--- src/hw/rtl/wrlm_pkg.sv ---
`timescale 1ns / 1ps
// ----------------------------------------------------------------------------
// wrlm_pkg
// Shared constants, types and helpers for the windowed RMS level meter.
// ----------------------------------------------------------------------------
package wrlm_pkg;

	localparam int SAMPLE_SHIFT = 16;
	localparam int FRAC_SHIFT   = 16;
	localparam int MAX_WINDOW   = 65536;

	localparam int RAW_W  = 32;
	localparam int SMP_W  = RAW_W - SAMPLE_SHIFT;
	localparam int SQ_W   = 2 * SMP_W - 1;
	localparam int ACC_W  = 47;
	localparam int CNT_W  = 17;
	localparam int RMS_W  = 24;
	localparam int NUM_W  = ACC_W + FRAC_SHIFT;
	localparam int WORK_W = 2 * RMS_W;
	localparam int SREM_W = RMS_W + 2;

	localparam int DIV_STEPS  = NUM_W;
	localparam int SQRT_STEPS = RMS_W;
	localparam int STEP_W     = 6;

	localparam int Q_DEPTH = 4;
	localparam int Q_PTR_W = 2;
	localparam int Q_LVL_W = 3;

	localparam int ADDR_W = 3;
	localparam int DATA_W = 32;

	// register index taken from paddr above the byte offset
	localparam logic REG_WINDOW_LENGTH = 1'b0;
	localparam logic [CNT_W-1:0] WINDOW_RESET = CNT_W'(1600);

	typedef struct packed {
		logic [ACC_W-1:0] sum;
		logic [CNT_W-1:0] count;
	} window_t;

	typedef struct packed {
		logic               empty;
		logic               full;
		logic [Q_LVL_W-1:0] level;
	} q_status_t;

	// zero means one sample, anything above the maximum saturates
	function automatic logic [CNT_W-1:0] eff_window(input logic [CNT_W-1:0] w);
		logic [CNT_W-1:0] r;
		r = w;
		if (w == '0) begin
			r = CNT_W'(1);
		end else if (w > CNT_W'(MAX_WINDOW)) begin
			r = CNT_W'(MAX_WINDOW);
		end
		return r;
	endfunction

endpackage

--- src/hw/rtl/windowed_rms_level_meter.sv ---
`timescale 1ns / 1ps
// ----------------------------------------------------------------------------
// windowed_rms_level_meter
// RMS level over a programmable window of 16-bit microphone samples.
// ----------------------------------------------------------------------------
// Samples are taken one per cycle while in_ready is high: the upper half of
// each raw word is squared and summed, and when the sample count reaches
// window_length (zero acts as one, values above 65536 saturate) the window's
// sum and count go into a four-entry queue and the accumulator restarts. A
// back end drains the queue and turns each window into floor(sqrt(sum *
// 65536 / count)), 8 fraction bits: a 63-step restoring divider followed by
// a 24-step square root in one shared unit. Windows longer than its time per
// result run at full sample rate while results are taken; shorter windows
// stall in_ready once the queue fills. A finished result waits in the output
// register without holding up the back end's next division.
// ----------------------------------------------------------------------------
module windowed_rms_level_meter (
	input  logic                                  clk,
	input  logic                                  arst_n,
	input  logic                                  psel,
	input  logic                                  penable,
	input  logic                                  pwrite,
	input  logic [wrlm_pkg::ADDR_W-1:0]           paddr,
	input  logic [wrlm_pkg::DATA_W-1:0]           pwdata,
	output logic [wrlm_pkg::DATA_W-1:0]           prdata,
	output logic                                  pready,
	input  logic                                  in_valid,
	output logic                                  in_ready,
	input  logic signed [wrlm_pkg::RAW_W-1:0]     raw_word,
	output logic                                  out_valid,
	input  logic                                  out_ready,
	output logic [wrlm_pkg::RMS_W-1:0]            rms_level,
	output logic [wrlm_pkg::CNT_W-1:0]            samples_used
);

	logic [wrlm_pkg::CNT_W-1:0] window_q;
	logic [wrlm_pkg::CNT_W-1:0] window_eff;
	logic                       reg_idx;
	logic                       cfg_wr;

	logic                       push;
	logic                       pop;
	wrlm_pkg::window_t          push_data;
	wrlm_pkg::window_t          pop_data;
	wrlm_pkg::q_status_t        q_stat;

	assign pready  = 1'b1;
	assign reg_idx = paddr[wrlm_pkg::ADDR_W-1];
	assign cfg_wr  = psel && penable && pwrite && pready;
	assign prdata  = (reg_idx == wrlm_pkg::REG_WINDOW_LENGTH)
	               ? wrlm_pkg::DATA_W'(window_q) : '0;

	always_ff @(posedge clk or negedge arst_n) begin
		if (!arst_n) begin
			window_q <= wrlm_pkg::WINDOW_RESET;
		end else if (cfg_wr && reg_idx == wrlm_pkg::REG_WINDOW_LENGTH) begin
			window_q <= pwdata[wrlm_pkg::CNT_W-1:0];
		end
	end

	assign window_eff = wrlm_pkg::eff_window(window_q);

	wrlm_front u_front (
		.clk        (clk),
		.arst_n     (arst_n),
		.in_valid   (in_valid),
		.in_ready   (in_ready),
		.raw_word   (raw_word),
		.window_eff (window_eff),
		.q_stat     (q_stat),
		.push       (push),
		.push_data  (push_data)
	);

	wrlm_queue u_queue (
		.clk       (clk),
		.arst_n    (arst_n),
		.push      (push),
		.push_data (push_data),
		.pop       (pop),
		.pop_data  (pop_data),
		.q_stat    (q_stat)
	);

	wrlm_back u_back (
		.clk          (clk),
		.arst_n       (arst_n),
		.q_stat       (q_stat),
		.pop_data     (pop_data),
		.pop          (pop),
		.out_valid    (out_valid),
		.out_ready    (out_ready),
		.rms_level    (rms_level),
		.samples_used (samples_used)
	);

	// a closed window never finds the queue full
	a_no_overflow: assert property (@(posedge clk) disable iff (!arst_n)
		push |-> (!q_stat.full || pop))
		else $error("window pushed into full queue");

	// the back end never takes from an empty queue
	a_no_underflow: assert property (@(posedge clk) disable iff (!arst_n)
		pop |-> !q_stat.empty)
		else $error("pop from empty queue");

	// results stay within full-scale root and a legal window size
	a_result_range: assert property (@(posedge clk) disable iff (!arst_n)
		out_valid |-> (rms_level <= wrlm_pkg::RMS_W'(8388608)
		               && samples_used != '0
		               && samples_used <= wrlm_pkg::CNT_W'(wrlm_pkg::MAX_WINDOW)))
		else $error("result out of range");

endmodule

--- src/hw/rtl/wrlm_front.sv ---
`timescale 1ns / 1ps
// ----------------------------------------------------------------------------
// wrlm_front
// Squares each sample and accumulates it; hands closed windows to the queue.
// ----------------------------------------------------------------------------
module wrlm_front (
	input  logic                             clk,
	input  logic                             arst_n,
	input  logic                             in_valid,
	output logic                             in_ready,
	input  logic signed [wrlm_pkg::RAW_W-1:0] raw_word,
	input  logic [wrlm_pkg::CNT_W-1:0]        window_eff,
	input  wrlm_pkg::q_status_t               q_stat,
	output logic                             push,
	output wrlm_pkg::window_t                 push_data
);

	logic signed [wrlm_pkg::SMP_W-1:0]   sample;
	logic signed [2*wrlm_pkg::SMP_W-1:0] prod;
	logic [wrlm_pkg::Q_LVL_W-1:0]        lvl_sum;
	logic                                accept;

	logic                         valid_s1;
	logic [wrlm_pkg::SQ_W-1:0]    sq_s1;
	logic [wrlm_pkg::ACC_W-1:0]   acc_q;
	logic [wrlm_pkg::CNT_W-1:0]   cnt_q;
	logic [wrlm_pkg::ACC_W-1:0]   acc_next;
	logic [wrlm_pkg::CNT_W-1:0]   cnt_next;
	logic                         close;

	assign sample = raw_word[wrlm_pkg::RAW_W-1:wrlm_pkg::SAMPLE_SHIFT];
	assign prod   = sample * sample;

	// leave room for the item already in the square stage
	assign lvl_sum  = q_stat.level + wrlm_pkg::Q_LVL_W'(valid_s1);
	assign in_ready = lvl_sum < wrlm_pkg::Q_LVL_W'(wrlm_pkg::Q_DEPTH);
	assign accept   = in_valid && in_ready;

	assign acc_next = acc_q + wrlm_pkg::ACC_W'(sq_s1);
	assign cnt_next = cnt_q + wrlm_pkg::CNT_W'(1);
	assign close    = valid_s1 && (cnt_next >= window_eff);

	assign push            = close;
	assign push_data.sum   = acc_next;
	assign push_data.count = cnt_next;

	always_ff @(posedge clk or negedge arst_n) begin
		if (!arst_n) begin
			valid_s1 <= 1'b0;
			acc_q    <= '0;
			cnt_q    <= '0;
		end else begin
			valid_s1 <= accept;
			if (valid_s1) begin
				if (close) begin
					acc_q <= '0;
					cnt_q <= '0;
				end else begin
					acc_q <= acc_next;
					cnt_q <= cnt_next;
				end
			end
		end
	end

	// square of a 16-bit sample never sets the top product bit
	always_ff @(posedge clk) begin
		if (accept) begin
			sq_s1 <= prod[wrlm_pkg::SQ_W-1:0];
		end
	end

endmodule

--- src/hw/rtl/wrlm_queue.sv ---
`timescale 1ns / 1ps
// ----------------------------------------------------------------------------
// wrlm_queue
// Short queue of closed windows between the accumulator and the math unit.
// ----------------------------------------------------------------------------
module wrlm_queue (
	input  logic                clk,
	input  logic                arst_n,
	input  logic                push,
	input  wrlm_pkg::window_t   push_data,
	input  logic                pop,
	output wrlm_pkg::window_t   pop_data,
	output wrlm_pkg::q_status_t q_stat
);

	wrlm_pkg::window_t              mem_q [wrlm_pkg::Q_DEPTH];
	logic [wrlm_pkg::Q_PTR_W-1:0]   wr_ptr_q;
	logic [wrlm_pkg::Q_PTR_W-1:0]   rd_ptr_q;
	logic [wrlm_pkg::Q_LVL_W-1:0]   level_q;

	assign pop_data     = mem_q[rd_ptr_q];
	assign q_stat.level = level_q;
	assign q_stat.empty = level_q == '0;
	assign q_stat.full  = level_q == wrlm_pkg::Q_LVL_W'(wrlm_pkg::Q_DEPTH);

	always_ff @(posedge clk or negedge arst_n) begin
		if (!arst_n) begin
			wr_ptr_q <= '0;
			rd_ptr_q <= '0;
			level_q  <= '0;
		end else begin
			if (push) begin
				wr_ptr_q <= wr_ptr_q + wrlm_pkg::Q_PTR_W'(1);
			end
			if (pop) begin
				rd_ptr_q <= rd_ptr_q + wrlm_pkg::Q_PTR_W'(1);
			end
			if (push && !pop) begin
				level_q <= level_q + wrlm_pkg::Q_LVL_W'(1);
			end else if (pop && !push) begin
				level_q <= level_q - wrlm_pkg::Q_LVL_W'(1);
			end
		end
	end

	always_ff @(posedge clk) begin
		if (push) begin
			mem_q[wr_ptr_q] <= push_data;
		end
	end

endmodule

--- src/hw/rtl/wrlm_back.sv ---
`timescale 1ns / 1ps
// ----------------------------------------------------------------------------
// wrlm_back
// Radix-2 divider and bit-serial square root producing the RMS result.
// ----------------------------------------------------------------------------
module wrlm_back (
	input  logic                        clk,
	input  logic                        arst_n,
	input  wrlm_pkg::q_status_t         q_stat,
	input  wrlm_pkg::window_t           pop_data,
	output logic                        pop,
	output logic                        out_valid,
	input  logic                        out_ready,
	output logic [wrlm_pkg::RMS_W-1:0]  rms_level,
	output logic [wrlm_pkg::CNT_W-1:0]  samples_used
);

	typedef enum logic [1:0] {
		ST_IDLE,
		ST_DIV,
		ST_SQRT,
		ST_DONE
	} state_t;

	state_t                          state_q;
	logic [wrlm_pkg::STEP_W-1:0]     step_q;
	logic [wrlm_pkg::NUM_W-1:0]      num_q;
	logic [wrlm_pkg::CNT_W-1:0]      div_q;
	logic [wrlm_pkg::CNT_W-1:0]      drem_q;
	logic [wrlm_pkg::WORK_W-1:0]     work_q;
	logic [wrlm_pkg::RMS_W-1:0]      root_q;
	logic [wrlm_pkg::SREM_W-1:0]     srem_q;
	logic                            out_valid_q;
	logic [wrlm_pkg::RMS_W-1:0]      rms_q;
	logic [wrlm_pkg::CNT_W-1:0]      used_q;

	logic [wrlm_pkg::CNT_W:0]        dr_shift;
	logic                            d_ge;
	logic [wrlm_pkg::CNT_W:0]        dr_sub;
	logic [wrlm_pkg::SREM_W+1:0]     sr_shift;
	logic [wrlm_pkg::SREM_W+1:0]     trial;
	logic                            s_ge;
	logic [wrlm_pkg::SREM_W+1:0]     sr_sub;
	logic                            out_free;

	assign pop      = (state_q == ST_IDLE) && !q_stat.empty;
	assign out_free = !out_valid_q || out_ready;

	// restoring divide step
	always_comb begin
		dr_shift = {drem_q, num_q[wrlm_pkg::NUM_W-1]};
		d_ge     = dr_shift >= {1'b0, div_q};
		dr_sub   = dr_shift - {1'b0, div_q};
	end

	// square root step, two radicand bits per step
	always_comb begin
		sr_shift = {srem_q, work_q[wrlm_pkg::WORK_W-1 -: 2]};
		trial    = {2'b00, root_q, 2'b01};
		s_ge     = sr_shift >= trial;
		sr_sub   = sr_shift - trial;
	end

	always_ff @(posedge clk or negedge arst_n) begin
		if (!arst_n) begin
			state_q     <= ST_IDLE;
			step_q      <= '0;
			num_q       <= '0;
			div_q       <= '0;
			drem_q      <= '0;
			work_q      <= '0;
			root_q      <= '0;
			srem_q      <= '0;
			out_valid_q <= 1'b0;
			rms_q       <= '0;
			used_q      <= '0;
		end else begin
			// a new result may load in the same cycle the old one transfers
			if (state_q == ST_DONE && out_free) begin
				out_valid_q <= 1'b1;
			end else if (out_valid_q && out_ready) begin
				out_valid_q <= 1'b0;
			end
			unique case (state_q)
				ST_IDLE: begin
					if (pop) begin
						num_q   <= {pop_data.sum, wrlm_pkg::FRAC_SHIFT'(0)};
						div_q   <= pop_data.count;
						drem_q  <= '0;
						work_q  <= '0;
						step_q  <= '0;
						state_q <= ST_DIV;
					end
				end
				ST_DIV: begin
					drem_q <= d_ge ? dr_sub[wrlm_pkg::CNT_W-1:0]
					               : dr_shift[wrlm_pkg::CNT_W-1:0];
					num_q  <= {num_q[wrlm_pkg::NUM_W-2:0], 1'b0};
					work_q <= {work_q[wrlm_pkg::WORK_W-2:0], d_ge};
					if (step_q == wrlm_pkg::STEP_W'(wrlm_pkg::DIV_STEPS - 1)) begin
						step_q  <= '0;
						root_q  <= '0;
						srem_q  <= '0;
						state_q <= ST_SQRT;
					end else begin
						step_q <= step_q + wrlm_pkg::STEP_W'(1);
					end
				end
				ST_SQRT: begin
					srem_q <= s_ge ? sr_sub[wrlm_pkg::SREM_W-1:0]
					               : sr_shift[wrlm_pkg::SREM_W-1:0];
					root_q <= {root_q[wrlm_pkg::RMS_W-2:0], s_ge};
					work_q <= {work_q[wrlm_pkg::WORK_W-3:0], 2'b00};
					if (step_q == wrlm_pkg::STEP_W'(wrlm_pkg::SQRT_STEPS - 1)) begin
						step_q  <= '0;
						state_q <= ST_DONE;
					end else begin
						step_q <= step_q + wrlm_pkg::STEP_W'(1);
					end
				end
				ST_DONE: begin
					if (out_free) begin
						rms_q   <= root_q;
						used_q  <= div_q;
						state_q <= ST_IDLE;
					end
				end
				default: begin
					state_q <= ST_IDLE;
				end
			endcase
		end
	end

	assign out_valid    = out_valid_q;
	assign rms_level    = rms_q;
	assign samples_used = used_q;

endmodule

--- config.mk ---
export PLATFORM = sky130hd
export DESIGN_NAME = windowed_rms_level_meter
export DESIGN_NICKNAME = d
export VERILOG_FILES = /design/src/hw/rtl/wrlm_pkg.sv /design/src/hw/rtl/windowed_rms_level_meter.sv /design/src/hw/rtl/wrlm_front.sv /design/src/hw/rtl/wrlm_queue.sv /design/src/hw/rtl/wrlm_back.sv
export SDC_FILE = /design/constraint.sdc
export NUM_CORES = 2
export LEC_CHECK = 0
export ABC_AREA = 0
export BUFFER_PORTS_ARGS = -buffer_cell sky130_fd_sc_hd__buf_4
export CAP_MARGIN = 40
export CORE_MARGIN = 8
export CORE_UTILIZATION = 32
export DETAILED_ROUTE_END_ITERATION = 16
export MAX_ROUTING_LAYER = met4
export PLACE_DENSITY = 0.49
export SLEW_MARGIN = 20
export SYNTH_ARGS = -nofsm -noshare
export SYNTH_HDL_FRONTEND = slang
export SYNTH_SLANG_ARGS = --single-unit
--- constraint.sdc ---
create_clock -name clk -period 7.4 [get_ports clk]
set_input_delay 0.74 -clock clk [delete_from_list [all_inputs] [get_ports clk]]
set_output_delay 0.74 -clock clk [all_outputs]
set_load 0.02 [all_outputs]
; ---- Word-level counts from Yosys, hierarchy flattened
; Memory sizes are Yosys's and may differ from the RTL's.
; Index checks and enable logic that the tools add are counted.
[word_totals]
reg_bits = 365
mem_bits_rw = 256
in_bits = 74
output_inout_bits = 76
wordCells = 107
n_memories = 1
[mem_list]
columns = name, depth, width, rd, rd_ports_with_merged_regs, wr, line_no
row1 = u_queue.mem_q, 4, 64, 1, 0, 1, wrlm_queue.sv:16  ; wrlm_pkg::window_t mem_q [wrlm_pkg::Q_DEPTH];
[classes]
addsub = 10
mul = 1
n_lt_le_gt_ge = 5
n_eq_ne = 9
mux = 32
bitwise = 1
reduce_logical = 29
[op_table]
columns = op, count
row1 = 48-bit one-hot mux with 3 select lines, 1
row2 = 63-bit one-hot mux with 2 select lines, 1
row3 = 17-bit two-way mux, 6
row4 = 63-bit two-way mux, 1
row5 = 26-bit two-way mux, 2
row6 = 26-bit one-hot mux with 2 select lines, 1
row7 = 48-bit two-way mux, 1
row8 = 24-bit one-hot mux with 2 select lines, 1
row9 = 47-bit by 31-bit adder with 47-bit output, 1
row10 = 47-bit two-way mux, 1
row11 = 17-bit one-hot mux with 2 select lines, 1
row12 = 16-bit by 16-bit multiplier with 31-bit output, 1
row13 = 28-bit by 26-bit >= comparator with 1-bit output, 1
row14 = 26-bit subtractor, 1
row15 = 24-bit two-way mux, 1
row16 = 18-bit by 17-bit >= comparator with 1-bit output, 1
row17 = 6-bit two-way mux, 3
row18 = 6-bit one-hot mux with 3 select lines, 1
row19 = 17-bit by 1-bit adder with 17-bit output (second input constant), 1
row20 = 17-bit >= comparator, 1
row21 = 17-bit greater-than comparator (second input constant), 1
row22 = 17-bit logical NOT, 1
row23 = 17-bit subtractor, 1
row24 = 1-bit logical AND, 10
row25 = other kinds (25), 46

; ---- Longest topological paths before layout
[logic_depth]
depth_word = 9
depth_mapped = 25
ltp_nobuf = 24

; ---- By module
; From an unflattened synthesis, not the netlist that was laid out.
[hier_totals]
cells_unflattened = 3326
hier_area_um2 = 37631.1
[by_module_without_submodules]
columns = module, n_inst, cells_each, area_per_inst_um2, seq_area_each_um2
row1 = wrlm_front, 1, 1644, 15079.5, 2527.4
row2 = wrlm_back, 1, 1217, 11760.0, 5730.5
row3 = wrlm_queue, 1, 368, 9624.2, 7862.5
row4 = windowed_rms_level_meter, 1, 97, 1167.4, 429.2

; ---- Worst setup path after synthesis
; No wires, ideal clock.
[synth_timing]
path_type = input to register
start = input raw_word[20] in the netlist's numbering
end = register u_front.sq_s1[30] in the netlist's numbering, data pin
setup_time_ps = 260
arrival_ps = 6514
t_required_ps = 7140
path_slack_ps = 627
cell_stages = 22
n_path_buf = 2
cell_sequence = clkbuf_1 clkbuf_1 nand2_1 fa_1 inv_1 fa_1 fa_1 fa_1 fa_1 inv_1 fa_1 inv_1 ha_1 a21o_1 a21o_1 a21o_1 a21o_1 a221oi_2 o21ai_1 a221oi_1 o21bai_1 xnor2_1
[synth_via]
elab_chain_len = 1
[synth_rtl]
columns = element, line_no
row1 = from (decl), windowed_rms_level_meter.sv:29  ; input logic signed [wrlm_pkg::RAW_W-1:0] raw_word,
row2 = 16-bit by 16-bit multiplier with 31-bit output, wrlm_front.sv:32  ; assign prod = sample * sample;
row3 = via u_front.prod (one bit), wrlm_front.sv:19  ; logic signed [2*wrlm_pkg::SMP_W-1:0] prod;
row4 = to (signal assigned), wrlm_front.sv:69  ; sq_s1 <= prod[wrlm_pkg::SQ_W-1:0];
row5 = to (decl), wrlm_front.sv:24  ; logic [wrlm_pkg::SQ_W-1:0] sq_s1;
; The timed path passes the listed nets, and every way through them passes these cells.
; A chain may end at the register's enable or synchronous reset.

; ---- Worst setup path after layout
[layout_timing]
start = input raw_word[31] in the netlist's numbering
end = register u_front.sq_s1[30] in the netlist's numbering, data pin
; Same word-level chain as after synthesis.

==> results.cfg <==
[yosys]
ys_warn_count = 0
synth_enable_flop_cells = 286
postSynthRegisterBits = 604
syn-mean-instance-area_sq_um = 11.4
netlist_area_sq_um = 36900
synth_async_sr_flop_share = 0.526
ys.flop_type = dfrtp_1
sequential_area_share_after_synthesis = 0.449
netlist-cell-type-count = 84
syn_inst = 3240

[die]
die_height_microns = 355
design.portCount = 150
die-area_sq_um = 126000
num_rows = 124
start_util = 0.322
chipWidth_microns = 355
floorplan.core_area_sq_um = 114000

[cts]
clkLatencyLatePin_ns = 0.61
clk_path_buf_depth = 3
tritoncts_num_sinks = 604
clk_transition_reported_paths_ns = 0.06
postCtsSetupRepairBufs = 0
clock_tree_from_tritoncts = built
numCtsBuffers = 69
cts_hold_repair.buffers = 0
root_buffer = clkbuf_16
post_cts_resize_count = 0
clock_tree.htree_level_count = 3

[sta]
timing_hold_violations_final = 0
setup-violations-final = 0
period_share = 0.871
timing.setup.tns_ns = 0
grt_setup_unrepaired = no
fin_ws_ns = 0.956
maxSlewViolCount = 0
skew_ns = 0.0233
max-slew-margin-rel = 0.438
worst_slew_pin_slew_ns = 0.837
fmax_ghz = 0.155
period_minus_slack_ns = 6.44

[drt]
dr.pass1.iters = 10
top_layer = met4
drc_errors = 0
vias = 23709
route.met2.wl_microns = 40400
ant_nets = 0
viasPerCell = 4.83
routed_met3_length_microns = 2500
drt-initial-drc-count = 1390
m1WireLength_microns = 37300
finalWirelength_microns = 81800
avgRoutedWirePerCell_microns = 16.7

[worst_setup_path]
start_kind = primary input
path_common_cell = fa_1
crit_buf_inv = 7
worstPathRequired_ns = 7.74
path_cells = buf_4, inv_1, nor2_1, fa_1, inv_1, buf_4, fa_1, inv_1, fa_1, fa_1, fa_1, inv_1, fa_1, inv_1, ha_1, a21o_1, a21o_1, a221oi_2, o21ai_1, a221oi_1, o21bai_1, xnor2_1
critPathMaxFanout = 16
worst_path_largest_cell_delay_ns = 0.64
critPathArrivalTime_ns = 6.78
setup.worst_path.class = in -> reg
crit_family = adder cells
worst_path_slowest_cell = fa_1
worstSetupEndpointType = flip-flop

[outcome]
status = complete, no violations

[power_and_ir_drop]
vdd_ir_drop_max_mv = 0.689
static_leakage_nw = 18.9
p_per_area_nw_per_um2 = 489

[global_routing]
vias_in_the_first_global_route = 25248
track_usage = 0.136
grt_start_max_net_pins = 114
grt-ovfl-total = 0
antenna_found_initial = 1
first_pass_grt_wire_length_microns = 137000

[layout]
final_layout_size_suffix_gt1_frac = 0.122
regArea_sq_um = 16600
final_net_count = 3836
num-fill-cells = 11262
multi_input_area_sq_um = 18000
area_growth_synth_to_finish_pct = 13.7
diodes = 0

[flow_run]
timing.max_cap.violations = 0

[place]
io_buffers = 100
place_congestion = 0.800
dpl_worst_slack_ns = 0.335
dp.final_hpwl_microns = 56800

[worst_hold_path]
min_path_type = in -> async
## final timing paths
kind | startpoint | to | slack, ns | cells after the start
min reg2reg | u_back.num_q[16] | u_back.num_q[17] | 0.47 | 2
max | raw_word[31] | u_front.sq_s1[30] | 0.96 | 22
min | arst_n | u_back.rms_level[13] | 0.15 | 1
max reg2reg | u_front.cnt_q[0] | u_queue.mem_q[0][52] | 2.28 | 14
min in group clk | pwdata[2] | window_q[2] | 0.37 | 2
max in group asynchronous | arst_n | u_front.valid_s1 | 6.02 | 2
## metrics by stage
| stage | area, sq um | power (mW) | instances | hold WS, ns | util |
|---|---|---|---|---|---|
| 2_1_floorplan | 36900 | 14.3 | 3254 | 0.439 | - |
| 3_3_place_gp | 39400 | 17.2 | 4769 | 0.459 | 0.344 |
| 3_5_place_dp | 39500 | 17.3 | 4775 | 0.459 | 0.345 |
| 4_1_cts | 41800 | 20.8 | 4902 | 0.172 | 0.365 |
| 5_1_grt | 41900 | 22.6 | 4908 | 0.214 | 0.367 |
| 6_report | 41900 | 20.5 | 4908 | 0.154 | 0.367 |
## cell type report
type                            instances  area share
Tap cell                             1512      0.0451
Sequential cell                       604       0.395
Clock buffer                           89      0.0455
Timing Repair Buffer                  157      0.0318
Inverter                              476      0.0426
Multi-Input combinational cell       2032       0.430
Clock inverter                         38     0.00952
## Yosys cell counts (24+ instances only)
cell | number | share of area
dfrtp_1 | 315 | 0.21
clkbuf_1 | 106 | 0.011
a21o_1 | 68 | 0.014
nand2_1 | 371 | 0.038
xor2_1 | 48 | 0.011
edfxtp_1 | 286 | 0.23
inv_1 | 472 | 0.048
o2bb2ai_1 | 24 | 0.0057
a222oi_1 | 45 | 0.012
and3_1 | 30 | 0.0051
a22o_1 | 31 | 0.0074
mux2i_1 | 24 | 0.0065
nor2_1 | 95 | 0.0097
nor2b_1 | 29 | 0.0049
xnor2_1 | 94 | 0.022
and2_1 | 48 | 0.0081
o21ai_0 | 166 | 0.023
mux2_2 | 39 | 0.012
ha_1 | 190 | 0.064
a21oi_1 | 89 | 0.012
nor3_1 | 25 | 0.0034
fa_1 | 232 | 0.13
nand3_1 | 40 | 0.0054
mux4_2 | 64 | 0.039
a22oi_1 | 44 | 0.0090
## registers in the layout (all words and copies together) (netlist names)
signal / cells
u_front.valid_s1: 1
u_back.srem_q: 26
u_queue.level_q: 3
u_back.work_q: 48
u_back.step_q: 6
u_queue.rd_ptr_q: 2
u_front.cnt_q: 17
u_back.rms_level: 24
u_back.samples_used: 17
u_back.state_q: 2
window_q: 17
u_back.num_q: 47
u_front.acc_q: 47
u_queue.mem_q: 256
u_back.out_valid: 1
u_back.root_q: 24
u_queue.wr_ptr_q: 2
u_front.sq_s1: 30
u_back.div_q: 17
u_back.drem_q: 17
## logic make-up after synthesis
| group | count (synthesis) | share of synthesized area |
|---|---|---|
| flip-flops | 604 | 0.449 |
| AO/OA/AOI/OAI | 620 | 0.117 |
| XOR/XNOR | 142 | 0.0337 |
| buffers and inverters | 618 | 0.0651 |
| other | 2 | 0.000204 |
| multiplexers | 127 | 0.0575 |
| AND/OR/NAND/NOR | 705 | 0.0867 |
| adder cells (fa/ha/maj) | 422 | 0.190 |
## layout by cell type, fill, tap and decap left out, types with 16 or more instances in the layout
cell type  synthesis  routed
and3_1            30      26
o21ai_0          166     165
nor2_1            95      93
a222oi_1          45      45
inv_1            472     471
a21oi_1           89      89
nor2b_1           29      29
clkbuf_16          0      72
mux4_2            64      64
nor3_1            25      24
xnor2_1           94      94
nand2b_1          19      19
xor2_1            48      48
dfrtp_1          315     312
o2bb2ai_1         24      24
a22o_1            31      31
edfxtp_1         286     286
a22oi_1           44      44
buf_4             17     144
and2_1            48      47
conb_1             2      16
a21o_1            68      68
mux2_2            39      39
nand4_1           16      16
nand2_1          371     370
ha_1             190     190
mux2i_1           24      24
nand3_1           40      40
fa_1             232     232
## per-layer routing
| metal | vias to the layer above | global-route usage |
|---|---|---|
| met5 | - | - |
| met4 | 0 | 0.0350 |
| met3 | 98 | 0.0169 |
| met2 | 301 | 0.228 |
| met1 | 11959 | 0.174 |
| li1 | 11351 | - |
## power by group
group | internal [mW] | leakage [nW] | switching, mW
registers | 4.88 | 6.86 | 0.366
clock network | 2.04 | 1.09 | 1.41
logic | 4.92 | 11.0 | 6.87
total | 11.8 | 18.9 | 8.65
## worst reg2reg max path, stage by stage (launching register included)
cell	delay [ns]
dfrtp_1	0.46
ha_1	0.32
and3_1	0.35
nand2_1	0.13
nor2_1	0.27
nand3_1	0.14
xnor2_1	0.45
ha_1	0.25
o2111ai_1	0.19
a21oi_1	0.25
o211a_1	0.29
or2_2	0.36
buf_12	0.24
and3_4	0.77
buf_4	0.35
Note: power is estimated with default switching activity, not from simulation.
